--- config.mk ---
export PLATFORM = sky130hd
export DESIGN_NAME = mqtt_packet_framer
export DESIGN_NICKNAME = d
export VERILOG_FILES = /design/src/rtl/mpf_pkg.sv /design/src/rtl/mpf_front.sv /design/src/rtl/mpf_queue.sv /design/src/rtl/mpf_back.sv /design/src/rtl/mqtt_packet_framer.sv
export SDC_FILE = /design/constraint.sdc
export NUM_CORES = 1
export LEC_CHECK = 0
export BUFFER_PORTS_ARGS = -buffer_cell sky130_fd_sc_hd__buf_2
export CORE_UTILIZATION = 49
export DETAILED_ROUTE_END_ITERATION = 8
export PLACE_DENSITY = 0.68
export SKIP_LAST_GASP = 1
export SLEW_MARGIN = 20
export SYNTH_ARGS = -nofsm -noshare
export SYNTH_HDL_FRONTEND = slang
export SYNTH_SLANG_ARGS = --single-unit
--- constraint.sdc ---
create_clock -name clock -period 4.84 [get_ports clock]
set_input_delay 0.968 -clock clock [delete_from_list [all_inputs] [get_ports clock]]
set_output_delay 0.968 -clock clock [all_outputs]
set_load 0.01 [all_outputs]
--- src/rtl/mpf_pkg.sv ---
// ----------------------------------------------------------------------------
// mpf_pkg
// Shared types and constants of the MQTT packet framer: packet kinds, header
// byte values, and the job record that the front hands to the back.
// ----------------------------------------------------------------------------
package mpf_pkg;

   typedef enum logic [1:0] {
      KIND_CONNECT   = 2'd0,
      KIND_PUBLISH   = 2'd1,
      KIND_SUBSCRIBE = 2'd2,
      KIND_INVALID   = 2'd3
   } kind_type;

   localparam int CSR_DATA_W = 16;
   localparam int CSR_IDX_W  = 1;

   localparam logic [CSR_IDX_W-1:0] CSR_KEEP_ALIVE    = 1'b0;
   localparam logic [CSR_IDX_W-1:0] CSR_CONNECT_FLAGS = 1'b1;

   localparam logic [15:0] KEEP_ALIVE_RESET    = 16'hFFFF;
   localparam logic [7:0]  CONNECT_FLAGS_RESET = 8'h02;
   localparam logic [15:0] PACKET_ID_RESET     = 16'h0001;

   localparam logic [7:0] FH_CONNECT   = 8'h10;
   localparam logic [7:0] FH_PUBLISH   = 8'h30;
   localparam logic [7:0] FH_SUBSCRIBE = 8'h82;
   localparam logic [7:0] PROTO_LEN    = 8'h04;
   localparam logic [7:0] PROTO_LEVEL  = 8'h04;
   localparam logic [7:0] SUB_QOS_BYTE = 8'h01;
   localparam logic [7:0] ZERO_BYTE    = 8'h00;
   localparam logic [7:0] CHAR_M       = 8'h4D;
   localparam logic [7:0] CHAR_Q       = 8'h51;
   localparam logic [7:0] CHAR_T       = 8'h54;

   localparam logic [9:0] REM_CONNECT   = 10'd12;
   localparam logic [9:0] REM_PUBLISH   = 10'd2;
   localparam logic [9:0] REM_SUBSCRIBE = 10'd5;
   localparam logic [9:0] REM_PUB_ID    = 10'd2;
   localparam logic [9:0] REM_ONE_BYTE  = 10'd127;

   localparam logic [3:0] HDR_LEN_CONNECT   = 4'd14;
   localparam logic [3:0] HDR_LEN_PUBLISH   = 4'd4;
   localparam logic [3:0] HDR_LEN_SUBSCRIBE = 4'd6;

   localparam logic [1:0] TAIL_LEN_ID  = 2'd2;
   localparam logic [1:0] TAIL_LEN_QOS = 2'd1;

   // one accepted item, classified: everything the back needs to emit its bytes
   typedef struct packed {
      logic        first;
      kind_type    kind;
      logic [1:0]  qos;
      logic [7:0]  rem_byte;
      logic [7:0]  str_len;
      logic [15:0] pkt_id;
      logic [7:0]  data;
      logic        tail_pre;
      logic        pkt_end;
      logic        ovf;
      logic [3:0]  num_bytes;
   } job_type;

   typedef struct packed {
      logic [7:0] out_byte;
      logic       packet_end;
      logic       length_overflow;
   } rsp_type;

   function automatic logic [3:0] hdr_len_of(input logic first, input kind_type kind);
      logic [3:0] len;
      len = 4'd0;
      if (first) begin
         case (kind)
            KIND_CONNECT:   len = HDR_LEN_CONNECT;
            KIND_PUBLISH:   len = HDR_LEN_PUBLISH;
            KIND_SUBSCRIBE: len = HDR_LEN_SUBSCRIBE;
            default:        len = 4'd0;
         endcase
      end
      return len;
   endfunction

   function automatic logic [1:0] tail_len_of(input kind_type kind, input logic [1:0] qos);
      logic [1:0] len;
      len = 2'd0;
      case (kind)
         KIND_PUBLISH:   len = (qos != 2'd0) ? TAIL_LEN_ID : 2'd0;
         KIND_SUBSCRIBE: len = TAIL_LEN_QOS;
         default:        len = 2'd0;
      endcase
      return len;
   endfunction

endpackage

--- src/rtl/mpf_front.sv ---
// ----------------------------------------------------------------------------
// mpf_front
// Accepts input items, tracks packet progress and the packet identifier, and turns
// each item into one job record for the byte serializer; an INVALID first item is dropped.
// ----------------------------------------------------------------------------
module mpf_front
   import mpf_pkg::*;
(
   input  logic       clock,
   input  logic       reset,
   input  logic       req_push,
   output logic       req_full,
   input  logic [1:0] req_op,
   input  logic [7:0] req_string_len,
   input  logic [7:0] req_msg_len,
   input  logic [1:0] req_qos,
   input  logic [7:0] req_data_byte,
   input  logic       job_full,
   output logic       job_push,
   output job_type    job
);

   logic        phase_ff, phase_in;
   kind_type    kind_ff, kind_in;
   logic [1:0]  qos_ff, qos_in;
   logic        ovf_ff, ovf_in;
   logic [7:0]  str_left_ff, str_left_in;
   logic [7:0]  msg_left_ff, msg_left_in;
   logic [15:0] pkt_num_ff, pkt_num_in;

   logic        first;
   logic        accept;
   kind_type    kind;
   logic [1:0]  qos;
   logic [7:0]  msg_len_eff;
   logic [7:0]  str_cur, msg_cur;
   logic [9:0]  rem;
   logic        ovf;
   logic [1:0]  tail_len;
   logic        tail_pre, tail_post, data_en, uses_id, pkt_end;
   logic [7:0]  str_next, msg_next;

   assign req_full = job_full;
   assign first    = !phase_ff;
   assign accept   = req_push && !job_full;

   always_comb begin
      kind        = first ? kind_type'(req_op) : kind_ff;
      qos         = first ? req_qos : qos_ff;
      msg_len_eff = (kind_type'(req_op) == KIND_PUBLISH) ? req_msg_len : 8'd0;
      str_cur     = first ? req_string_len : str_left_ff;
      msg_cur     = first ? msg_len_eff : msg_left_ff;

      case (kind_type'(req_op))
         KIND_CONNECT:   rem = REM_CONNECT + {2'b0, req_string_len};
         KIND_PUBLISH:   rem = REM_PUBLISH + {2'b0, req_string_len} + {2'b0, req_msg_len}
                               + ((req_qos != 2'd0) ? REM_PUB_ID : 10'd0);
         KIND_SUBSCRIBE: rem = REM_SUBSCRIBE + {2'b0, req_string_len};
         default:        rem = 10'd0;
      endcase
      ovf = first ? (rem > REM_ONE_BYTE) : ovf_ff;

      tail_len  = tail_len_of(kind, qos);
      tail_pre  = first && (str_cur == 8'd0) && (tail_len != 2'd0);
      tail_post = (str_cur == 8'd1) && (tail_len != 2'd0);
      data_en   = (str_cur != 8'd0) || (msg_cur != 8'd0);
      str_next  = (str_cur != 8'd0) ? str_cur - 8'd1 : 8'd0;
      msg_next  = ((str_cur == 8'd0) && (msg_cur != 8'd0)) ? msg_cur - 8'd1 : msg_cur;
      pkt_end   = (str_next == 8'd0) && (msg_next == 8'd0);
      uses_id   = (first && (kind == KIND_SUBSCRIBE))
                  || ((kind == KIND_PUBLISH) && (qos != 2'd0) && (tail_pre || tail_post));

      job_push = accept && !(first && (kind_type'(req_op) == KIND_INVALID));

      job.first     = first;
      job.kind      = kind;
      job.qos       = qos;
      job.rem_byte  = rem[7:0];
      job.str_len   = req_string_len;
      job.pkt_id    = pkt_num_ff;
      job.data      = req_data_byte;
      job.tail_pre  = tail_pre;
      job.pkt_end   = pkt_end;
      job.ovf       = ovf;
      job.num_bytes = hdr_len_of(first, kind)
                      + ((tail_pre || tail_post) ? {2'b0, tail_len} : 4'd0)
                      + {3'b0, data_en};

      phase_in    = phase_ff;
      kind_in     = kind_ff;
      qos_in      = qos_ff;
      ovf_in      = ovf_ff;
      str_left_in = str_left_ff;
      msg_left_in = msg_left_ff;
      pkt_num_in  = pkt_num_ff;
      if (job_push) begin
         phase_in    = !pkt_end;
         kind_in     = kind;
         qos_in      = qos;
         ovf_in      = ovf;
         str_left_in = str_next;
         msg_left_in = msg_next;
         pkt_num_in  = uses_id ? pkt_num_ff + 16'd1 : pkt_num_ff;
      end
   end

   always_ff @(posedge clock) begin
      if (reset) begin
         phase_ff    <= 1'b0;
         kind_ff     <= KIND_CONNECT;
         qos_ff      <= 2'd0;
         ovf_ff      <= 1'b0;
         str_left_ff <= 8'd0;
         msg_left_ff <= 8'd0;
         pkt_num_ff  <= PACKET_ID_RESET;
      end else begin
         phase_ff    <= phase_in;
         kind_ff     <= kind_in;
         qos_ff      <= qos_in;
         ovf_ff      <= ovf_in;
         str_left_ff <= str_left_in;
         msg_left_ff <= msg_left_in;
         pkt_num_ff  <= pkt_num_in;
      end
   end

endmodule

--- src/rtl/mpf_queue.sv ---
// ----------------------------------------------------------------------------
// mpf_queue
// Small job queue between the front and the byte serializer.
// ----------------------------------------------------------------------------
module mpf_queue
   import mpf_pkg::*;
#(
   parameter int DEPTH = 4
)
(
   input  logic    clock,
   input  logic    reset,
   input  logic    push,
   input  job_type push_job,
   output logic    full,
   input  logic    pop,
   output logic    empty,
   output job_type head_job
);

   localparam int PTR_W = (DEPTH > 1) ? $clog2(DEPTH) : 1;
   localparam int CNT_W = $clog2(DEPTH + 1);
   localparam logic [PTR_W-1:0] LAST_PTR  = PTR_W'(DEPTH - 1);
   localparam logic [CNT_W-1:0] DEPTH_CNT = CNT_W'(DEPTH);

   job_type          mem_ff [DEPTH];
   logic [PTR_W-1:0] wr_ptr_ff, wr_ptr_in;
   logic [PTR_W-1:0] rd_ptr_ff, rd_ptr_in;
   logic [CNT_W-1:0] cnt_ff, cnt_in;
   logic             do_push, do_pop;

   assign full     = (cnt_ff == DEPTH_CNT);
   assign empty    = (cnt_ff == '0);
   assign head_job = mem_ff[rd_ptr_ff];
   assign do_push  = push && !full;
   assign do_pop   = pop && !empty;

   always_comb begin
      wr_ptr_in = wr_ptr_ff;
      rd_ptr_in = rd_ptr_ff;
      cnt_in    = cnt_ff;
      if (do_push) begin
         wr_ptr_in = (wr_ptr_ff == LAST_PTR) ? '0 : wr_ptr_ff + 1'b1;
      end
      if (do_pop) begin
         rd_ptr_in = (rd_ptr_ff == LAST_PTR) ? '0 : rd_ptr_ff + 1'b1;
      end
      case ({do_push, do_pop})
         2'b10:   cnt_in = cnt_ff + 1'b1;
         2'b01:   cnt_in = cnt_ff - 1'b1;
         default: cnt_in = cnt_ff;
      endcase
   end

   always_ff @(posedge clock) begin
      if (do_push) begin
         mem_ff[wr_ptr_ff] <= push_job;
      end
   end

   always_ff @(posedge clock) begin
      if (reset) begin
         wr_ptr_ff <= '0;
         rd_ptr_ff <= '0;
         cnt_ff    <= '0;
      end else begin
         wr_ptr_ff <= wr_ptr_in;
         rd_ptr_ff <= rd_ptr_in;
         cnt_ff    <= cnt_in;
      end
   end

endmodule

--- src/rtl/mpf_back.sv ---
// ----------------------------------------------------------------------------
// mpf_back
// Byte serializer: walks the head job into a two-entry result buffer, one byte
// per cycle while it has room (header, then ID or QoS tail and data in either order). Holds the CSRs.
// ----------------------------------------------------------------------------
module mpf_back
   import mpf_pkg::*;
(
   input  logic                  clock,
   input  logic                  reset,
   input  logic                  csr_we,
   input  logic [CSR_IDX_W-1:0]  csr_index,
   input  logic [CSR_DATA_W-1:0] csr_wdata,
   input  logic                  job_empty,
   input  job_type               job,
   output logic                  job_pop,
   input  logic                  rsp_pop,
   output logic                  rsp_empty,
   output logic [7:0]            rsp_out_byte,
   output logic                  rsp_packet_end,
   output logic                  rsp_length_overflow
);

   logic [15:0] keep_alive_ff;
   logic [7:0]  flags_ff;
   logic [3:0]  idx_ff, idx_in;
   rsp_type     buf_ff [2];
   logic        wr_ptr_ff, rd_ptr_ff;
   logic [1:0]  cnt_ff, cnt_in;

   logic        out_pop, space, emit, last;
   logic [3:0]  hdr_len, rel, tail_idx;
   logic [1:0]  tail_len;
   logic [7:0]  hdr_byte, tail_byte;
   rsp_type     item;

   always_ff @(posedge clock) begin
      if (reset) begin
         keep_alive_ff <= KEEP_ALIVE_RESET;
         flags_ff      <= CONNECT_FLAGS_RESET;
      end else if (csr_we) begin
         case (csr_index)
            CSR_KEEP_ALIVE:    keep_alive_ff <= csr_wdata;
            CSR_CONNECT_FLAGS: flags_ff      <= csr_wdata[7:0];
            default:           flags_ff      <= flags_ff;
         endcase
      end
   end

   always_comb begin
      hdr_byte = ZERO_BYTE;
      case (job.kind)
         KIND_CONNECT: begin
            case (idx_ff)
               4'd0:    hdr_byte = FH_CONNECT;
               4'd1:    hdr_byte = job.rem_byte;
               4'd2:    hdr_byte = ZERO_BYTE;
               4'd3:    hdr_byte = PROTO_LEN;
               4'd4:    hdr_byte = CHAR_M;
               4'd5:    hdr_byte = CHAR_Q;
               4'd6:    hdr_byte = CHAR_T;
               4'd7:    hdr_byte = CHAR_T;
               4'd8:    hdr_byte = PROTO_LEVEL;
               4'd9:    hdr_byte = flags_ff;
               4'd10:   hdr_byte = keep_alive_ff[15:8];
               4'd11:   hdr_byte = keep_alive_ff[7:0];
               4'd12:   hdr_byte = ZERO_BYTE;
               default: hdr_byte = job.str_len;
            endcase
         end
         KIND_PUBLISH: begin
            case (idx_ff)
               4'd0:    hdr_byte = FH_PUBLISH | {5'b0, job.qos, 1'b0};
               4'd1:    hdr_byte = job.rem_byte;
               4'd2:    hdr_byte = ZERO_BYTE;
               default: hdr_byte = job.str_len;
            endcase
         end
         default: begin
            case (idx_ff)
               4'd0:    hdr_byte = FH_SUBSCRIBE;
               4'd1:    hdr_byte = job.rem_byte;
               4'd2:    hdr_byte = job.pkt_id[15:8];
               4'd3:    hdr_byte = job.pkt_id[7:0];
               4'd4:    hdr_byte = ZERO_BYTE;
               default: hdr_byte = job.str_len;
            endcase
         end
      endcase

      hdr_len  = hdr_len_of(job.first, job.kind);
      tail_len = tail_len_of(job.kind, job.qos);
      rel      = idx_ff - hdr_len;
      tail_idx = job.tail_pre ? rel : rel - 4'd1;
      if (job.kind == KIND_SUBSCRIBE) begin
         tail_byte = SUB_QOS_BYTE;
      end else begin
         tail_byte = tail_idx[0] ? job.pkt_id[7:0] : job.pkt_id[15:8];
      end

      if (idx_ff < hdr_len) begin
         item.out_byte = hdr_byte;
      end else if (job.tail_pre) begin
         item.out_byte = (rel < {2'b0, tail_len}) ? tail_byte : job.data;
      end else begin
         item.out_byte = (rel == 4'd0) ? job.data : tail_byte;
      end
      last                 = (idx_ff == job.num_bytes - 4'd1);
      item.packet_end      = job.pkt_end && last;
      item.length_overflow = job.ovf;
   end

   assign out_pop   = rsp_pop && (cnt_ff != 2'd0);
   assign space     = (cnt_ff != 2'd2) || out_pop;
   assign emit      = !job_empty && space;
   assign job_pop   = emit && last;
   assign rsp_empty = (cnt_ff == 2'd0);

   assign rsp_out_byte        = buf_ff[rd_ptr_ff].out_byte;
   assign rsp_packet_end      = buf_ff[rd_ptr_ff].packet_end;
   assign rsp_length_overflow = buf_ff[rd_ptr_ff].length_overflow;

   always_comb begin
      idx_in = idx_ff;
      if (emit) begin
         idx_in = last ? 4'd0 : idx_ff + 4'd1;
      end
      case ({emit, out_pop})
         2'b10:   cnt_in = cnt_ff + 2'd1;
         2'b01:   cnt_in = cnt_ff - 2'd1;
         default: cnt_in = cnt_ff;
      endcase
   end

   always_ff @(posedge clock) begin
      if (emit) begin
         buf_ff[wr_ptr_ff] <= item;
      end
   end

   always_ff @(posedge clock) begin
      if (reset) begin
         idx_ff    <= 4'd0;
         wr_ptr_ff <= 1'b0;
         rd_ptr_ff <= 1'b0;
         cnt_ff    <= 2'd0;
      end else begin
         idx_ff    <= idx_in;
         wr_ptr_ff <= wr_ptr_ff ^ emit;
         rd_ptr_ff <= rd_ptr_ff ^ out_pop;
         cnt_ff    <= cnt_in;
      end
   end

endmodule

--- src/rtl/mqtt_packet_framer.sv ---
// ----------------------------------------------------------------------------
// mqtt_packet_framer
// Frames MQTT 3.1.1 CONNECT, PUBLISH and SUBSCRIBE packets into a byte stream.
//
//   channel  ports                      moves
//   req      req_push / req_full        one string or message byte (+ header info)
//   rsp      rsp_pop / rsp_empty        one framed packet byte
//   csr      csr_we / csr_index         keep-alive, connect flags
//
// The serializer emits one byte per cycle while a job waits and the result
// buffer has room. The first item of a packet carries 4, 6 or 14 header bytes
// plus up to 3 more (data and tail); a later item carries one byte, two when it
// closes a SUBSCRIBE topic and three when it closes a topic with a packet
// identifier. Input keeps flowing until JOB_DEPTH jobs wait. Reset is synchronous
// and empties both queues. Backpressure on rsp fills the two-entry result buffer,
// then the job queue, then raises req_full.
// ----------------------------------------------------------------------------
module mqtt_packet_framer
   import mpf_pkg::*;
#(
   parameter int JOB_DEPTH = 4
)
(
   input  logic                  clock,
   input  logic                  reset,
   input  logic                  req_push,
   output logic                  req_full,
   input  logic [1:0]            req_op,
   input  logic [7:0]            req_string_len,
   input  logic [7:0]            req_msg_len,
   input  logic [1:0]            req_qos,
   input  logic [7:0]            req_data_byte,
   output logic                  rsp_empty,
   input  logic                  rsp_pop,
   output logic [7:0]            rsp_out_byte,
   output logic                  rsp_packet_end,
   output logic                  rsp_length_overflow,
   input  logic                  csr_we,
   input  logic [CSR_IDX_W-1:0]  csr_index,
   input  logic [CSR_DATA_W-1:0] csr_wdata
);

   logic    job_push, job_full, job_pop, job_empty;
   job_type job_in, job_head;

   mpf_front u_front (
      .clock          (clock),
      .reset          (reset),
      .req_push       (req_push),
      .req_full       (req_full),
      .req_op         (req_op),
      .req_string_len (req_string_len),
      .req_msg_len    (req_msg_len),
      .req_qos        (req_qos),
      .req_data_byte  (req_data_byte),
      .job_full       (job_full),
      .job_push       (job_push),
      .job            (job_in)
   );

   mpf_queue #(.DEPTH(JOB_DEPTH)) u_queue (
      .clock    (clock),
      .reset    (reset),
      .push     (job_push),
      .push_job (job_in),
      .full     (job_full),
      .pop      (job_pop),
      .empty    (job_empty),
      .head_job (job_head)
   );

   mpf_back u_back (
      .clock               (clock),
      .reset               (reset),
      .csr_we              (csr_we),
      .csr_index           (csr_index),
      .csr_wdata           (csr_wdata),
      .job_empty           (job_empty),
      .job                 (job_head),
      .job_pop             (job_pop),
      .rsp_pop             (rsp_pop),
      .rsp_empty           (rsp_empty),
      .rsp_out_byte        (rsp_out_byte),
      .rsp_packet_end      (rsp_packet_end),
      .rsp_length_overflow (rsp_length_overflow)
   );

endmodule

# ---- After elaboration in Yosys (flattened, before gate mapping)
# Memory sizes are Yosys's and may differ from the RTL's. A register that Yosys moved wholly into a read port is not among the register bits.
# Index checks and enable logic that the tools add are counted.
dict set report classes {
  add_sub_neg 20
  magnitude_cmp 3
  n_eq_ne 29
  mux 42
  bitwise 3
  reduce_logical 51
}
# operator n
set op_table {}
lappend op_table {{8-bit two-way mux} 11}
lappend op_table {{8-bit case mux with 10 select lines} 1}
lappend op_table {{8-bit case mux with 5 select lines} 1}
lappend op_table {{10-bit case mux with 3 select lines} 1}
lappend op_table {{8-bit logical NOT} 3}
lappend op_table {{4-bit case mux with 3 select lines} 2}
lappend op_table {{8-bit case mux with 3 select lines} 1}
lappend op_table {{4-bit equality test, second input constant} 5}
lappend op_table {{2-bit two-way mux} 10}
lappend op_table {{1-bit logical AND} 17}
lappend op_table {{16-bit by 1-bit adder with 16-bit output, second input constant} 1}
lappend op_table {{2-bit equality test, second input constant} 8}
lappend op_table {{4-bit by 3-bit equality test with 1-bit output, second input constant} 4}
lappend op_table {{8-bit case mux with 2 select lines} 1}
lappend op_table {{8-bit nonzero test} 2}
lappend op_table {{8-bit by 1-bit subtractor with 8-bit output, second input constant} 2}
lappend op_table {{2-bit nonzero test} 7}
lappend op_table {{4-bit two-way mux} 3}
lappend op_table {{2-bit case mux with 2 select lines} 3}
lappend op_table {{10-bit adder} 1}
lappend op_table {{10-bit by 8-bit adder with 10-bit output} 1}
lappend op_table {{2-bit by 1-bit equality test with 1-bit output, second input constant} 5}
lappend op_table {{10-bit by 7-bit > comparator with 1-bit output, second input constant} 1}
lappend op_table {{2-bit by 8-bit adder with 9-bit output, first input constant} 1}
lappend op_table {{other kinds (31)} 56}
dict set report totals {
  reg_bits 77
  ram_bits 228
  in_bits 50
  memories 2
}
# name words width rd rd_ports_with_merged_regs write_ports line_no
set memory_table {}
lappend memory_table {u_queue.mem_ff 4 52 1 1 1 mpf_queue.sv:26} ;# job_type mem_ff [DEPTH];
lappend memory_table {u_back.buf_ff 2 10 1 1 1 mpf_back.sv:27} ;# rsp_type buf_ff [2];

# ---- Logic depth before layout (Yosys ltp)
dict set report depth {
  word_depth 11
  depth_mapped 20
  depth_no_buf 15
}

# ---- Cells and area by module
# Synthesis repeated with hierarchy kept, for this count alone.
dict set report unflattened {
  cells_unflattened 1171
  area_unflattened_um2 15077.0
}
# module n_inst cells_per_inst area_each_um2 seq_area_each_um2
set modules_own_cells {}
lappend modules_own_cells {mpf_queue 1 326 7982.7 6426.2}
lappend modules_own_cells {mpf_front 1 464 3624.7 760.7}
lappend modules_own_cells {mpf_back 1 381 3469.6 1241.2}

# ---- Least setup slack after synthesis
# Ideal clock, no wire load.
dict set report synth_path {
  path_kind {register to register}
  from {register (tool-made name)}
  to {memory u_back.buf_ff[0][9] in the netlist's numbering (data pin)}
  arrival_ns 4.624
  required_time_ns 4.550
  slack_ns -0.073
  stages_incl_launch_ff 20
  n_path_buf 5
  period_less_slack_ns 4.913
  path_cell_list {dfxtp_1 buf_6 buf_2 buf_2 buf_2 mux4_2 inv_1 ha_1 clkbuf_1 nor2_1 nor2_1 ha_1 inv_1 fa_1 xor2_1 or4_1 mux2i_1 nor2_1 a221oi_1 a41oi_1}
}
# item line_no
set synth_rtl {}
lappend synth_rtl {{end, declared} mpf_back.sv:27}

==> flow_summary.ini <==
[power]
p_leak_nw = 5.853
finalPower_mw = 7.034
pwr_density_cell_mw_per_mm2 = 427.4
peakVddDrop_v = 0.0002388

[synth]
yosys_warnings = 0
yosysSeqAreaShare_pct = 57.48
syn_inst = 1140
netlist_area_sq_mm = 0.01466
synth_nets = 1244
synth-seq-cells = 307
synth.avg_cell_area_sq_um = 12.86
synth-edff-count = 228
async_flop_share_pct = 0
synth_cell_types = 73
synth_ff_type = edfxtp_1

[clocking]
clk_latency_ps = 520
cts_tree = yes
cts.hold.buffers_added = 0
cts_inserted_buffers = 34
cts_resized = 0
htreeDepth = 2
clock-sinks = 307
ctsRootBufferMaster = clkbuf_16
cts_max_path_buffers = 3
clkTransAtPathRegs_ps = 60
post_cts_buffers = 0

[sta]
slew_viol_final = 0
setup_tns_ps = 0
min_period_ps = 4239
finalHoldViolCount = 0
finalSetupViolCount = 0
fmax_mhz = 235.9
clock_skew_ps = 13.56
max_slew_margin_pct = 26.20
rsz0062_at_grt = no
finalCritPeriodShare_pct = 87.58
worst_pin_slew_ps = 1107

[worst_setup_path]
start_kind = flip-flop
worstPathArrival_ps = 4430
cp-end-kind = flip-flop
rr_endpoint = u_back.buf_ff[0][6]
critPathMaxFanout = 12
rrSetupSlack_ps = 600
crit_required_ps = 5030
critPathKind = reg2reg
r2r_cells = 15

[flow_run]
cap_viol_max_count = 0

[global_route]
grt_max_degree = 53
grt_usage_pct = 21.43
grt_pass1_wl_microns = 50830
grt-ovfl-total = 0
first_global_vias = 9190
antenna_found_initial = 0

[worst_hold_path]
hold_start = u_front.msg_left_ff[2]
holdPathStages = 2
hold_path_end = u_front.msg_left_ff[2]
hp-class = reg2reg

[routing]
viasPerCell = 5.900
drt_pass1_iterations = 5
wl_microns = 32340
vias = 9457
drc_errors = 0
drt-wirelength-per-cell_microns = 20.18
postRouteAntennaNets = 0
drt-initial-drc-count = 766

[place]
routabilityCongestion = 0.9289
port_buffers = 61
dpl.hpwl_microns = 21830

[floorplanning]
rows = 62
dieWidth_microns = 175.0
ios = 62
dieArea_sq_mm = 0.03062
coreArea_sq_mm = 0.02909
die_y_microns = 175.0
start_util_pct = 50.40

[finish]
final_util_pct = 56.57
nFillCells = 2351
nets = 1300
area_growth_pct = 12.25
layout_common_cells = edfxtp_1 (228), nand2_1 (91), nor2_1 (80)
drive_gt1_share_pct = 18.46
n_antenna_cell = 0
layout_commonest_cell = edfxtp_1

[status]
run_status = finished clean
## layout make-up
type	count	area, sq um	share of cell area, %
clock buffers	45	964.7	5.862
clock inverters	14	123.9	0.7527
inverters	34	127.6	0.7755
multi-input cells	736	5857	35.59
flip-flops and latches	307	8433	51.24
well taps	384	480.5	2.919
repair buffers	83	470.5	2.859
## worst max-delay path, stage by stage, from the launching register on
cell and delay, ps:
dfxtp_4 490, mux4_2 580, inv_1 100, ha_1 140, buf_4 160, nor2_1 60, nor2_1 90, ha_1 150
inv_1 50, fa_1 370, xor2_1 180, or4_1 420, mux2i_2 440, nor2_1 240, a221oi_1 330, a31oi_1 100
## state kept, by name, indices dropped and copies added (netlist names), 2 cells and up, named ones only
name                  flops
u_back.buf_ff            20
u_back.cnt_ff             2
u_back.flags_ff           8
u_back.idx_ff             4
u_back.keep_alive_ff     16
u_front.kind_ff           2
u_front.msg_left_ff       8
u_front.pkt_num_ff       16
u_front.qos_ff            2
u_front.str_left_ff       8
u_queue.cnt_ff            3
u_queue.mem_ff          208
u_queue.rd_ptr_ff         2
u_queue.wr_ptr_ff         2
## power breakdown
group | total [mW] | leakage, nW | internal [mW] | switching [mW]
sequential | 3.14 | 2.75 | 3.05 | 0.0866
combinational | 1.39 | 2.56 | 0.562 | 0.827
clock | 2.51 | 0.540 | 1.51 | 1.00
total | 7.03 | 5.85 | 5.12 | 1.92
## synthesized netlist by cell type, drive strengths merged, types with 15 or more instances
cell | instances | area (sq um)
edfxtp | 228 | 6847
nand2 | 92 | 352.8
nor2 | 82 | 317.8
dfxtp | 79 | 1582
a21oi | 60 | 300.3
mux4 | 52 | 1179
ha | 49 | 613.1
clkbuf | 43 | 162.7
inv | 34 | 127.6
o21ai | 33 | 165.2
nand3 | 29 | 145.1
nor2b | 27 | 168.9
xor2 | 27 | 236.5
xnor2 | 24 | 210.2
mux2 | 21 | 236.5
buf | 20 | 97.60
a211o | 17 | 148.9
nor3 | 17 | 85.08
and2 | 15 | 93.84
## routing by layer
metal / track usage [%] / up-vias / wire (microns)
met3: 3.416 / 57 / 1809
met5: 0 / - / 0
met2: 33.86 / 298 / 14930
li1: - / 4454 / -
met4: 7.536 / 0 / 874
met1: 30.13 / 4648 / 14720
## how the worst max path moves through the flow
stage	startpoint	to	slack [ps]	cells past startpoint
floorplan	flip-flop	u_back.buf_ff[0][9]	10	19
global placement	flip-flop	u_back.buf_ff[0][9]	660	15
detailed placement	flip-flop	u_back.buf_ff[0][6]	600	15
CTS	flip-flop	u_back.buf_ff[0][4]	580	15
global route	flip-flop	u_back.buf_ff[0][2]	260	16
finish	flip-flop	u_back.buf_ff[0][6]	600	15
## metrics by stage
stage / setup slack (ps) / hold slack (ps) / area, sq um / instances
detailed placement: 595.9 / 444.2 / 15370 / 1544
finish: 601.0 / 452.3 / 16460 / 1603
CTS: 583.0 / 452.7 / 16460 / 1603
floorplan: 11.91 / 431.9 / 14670 / 1140
global route: 260.6 / 476.9 / 16460 / 1603
global placement: 656.1 / 440.4 / 15370 / 1544
## cells by family (layout without fill, tap and decap cells)
logic type / after synthesis / count (layout) / synth area share (%)
and+or+nand+nor: 322 / 322 / 10.83
DFF: 307 / 307 / 57.48
AOI/OAI and AO/OA: 223 / 223 / 10.59
buffers and inverters: 97 / 176 / 2.645
muxes: 86 / 86 / 10.54
adders and majority gates: 54 / 54 / 4.864
xor gates and xnor gates: 51 / 51 / 3.047
Note: power is estimated with default switching activity, not from simulation.
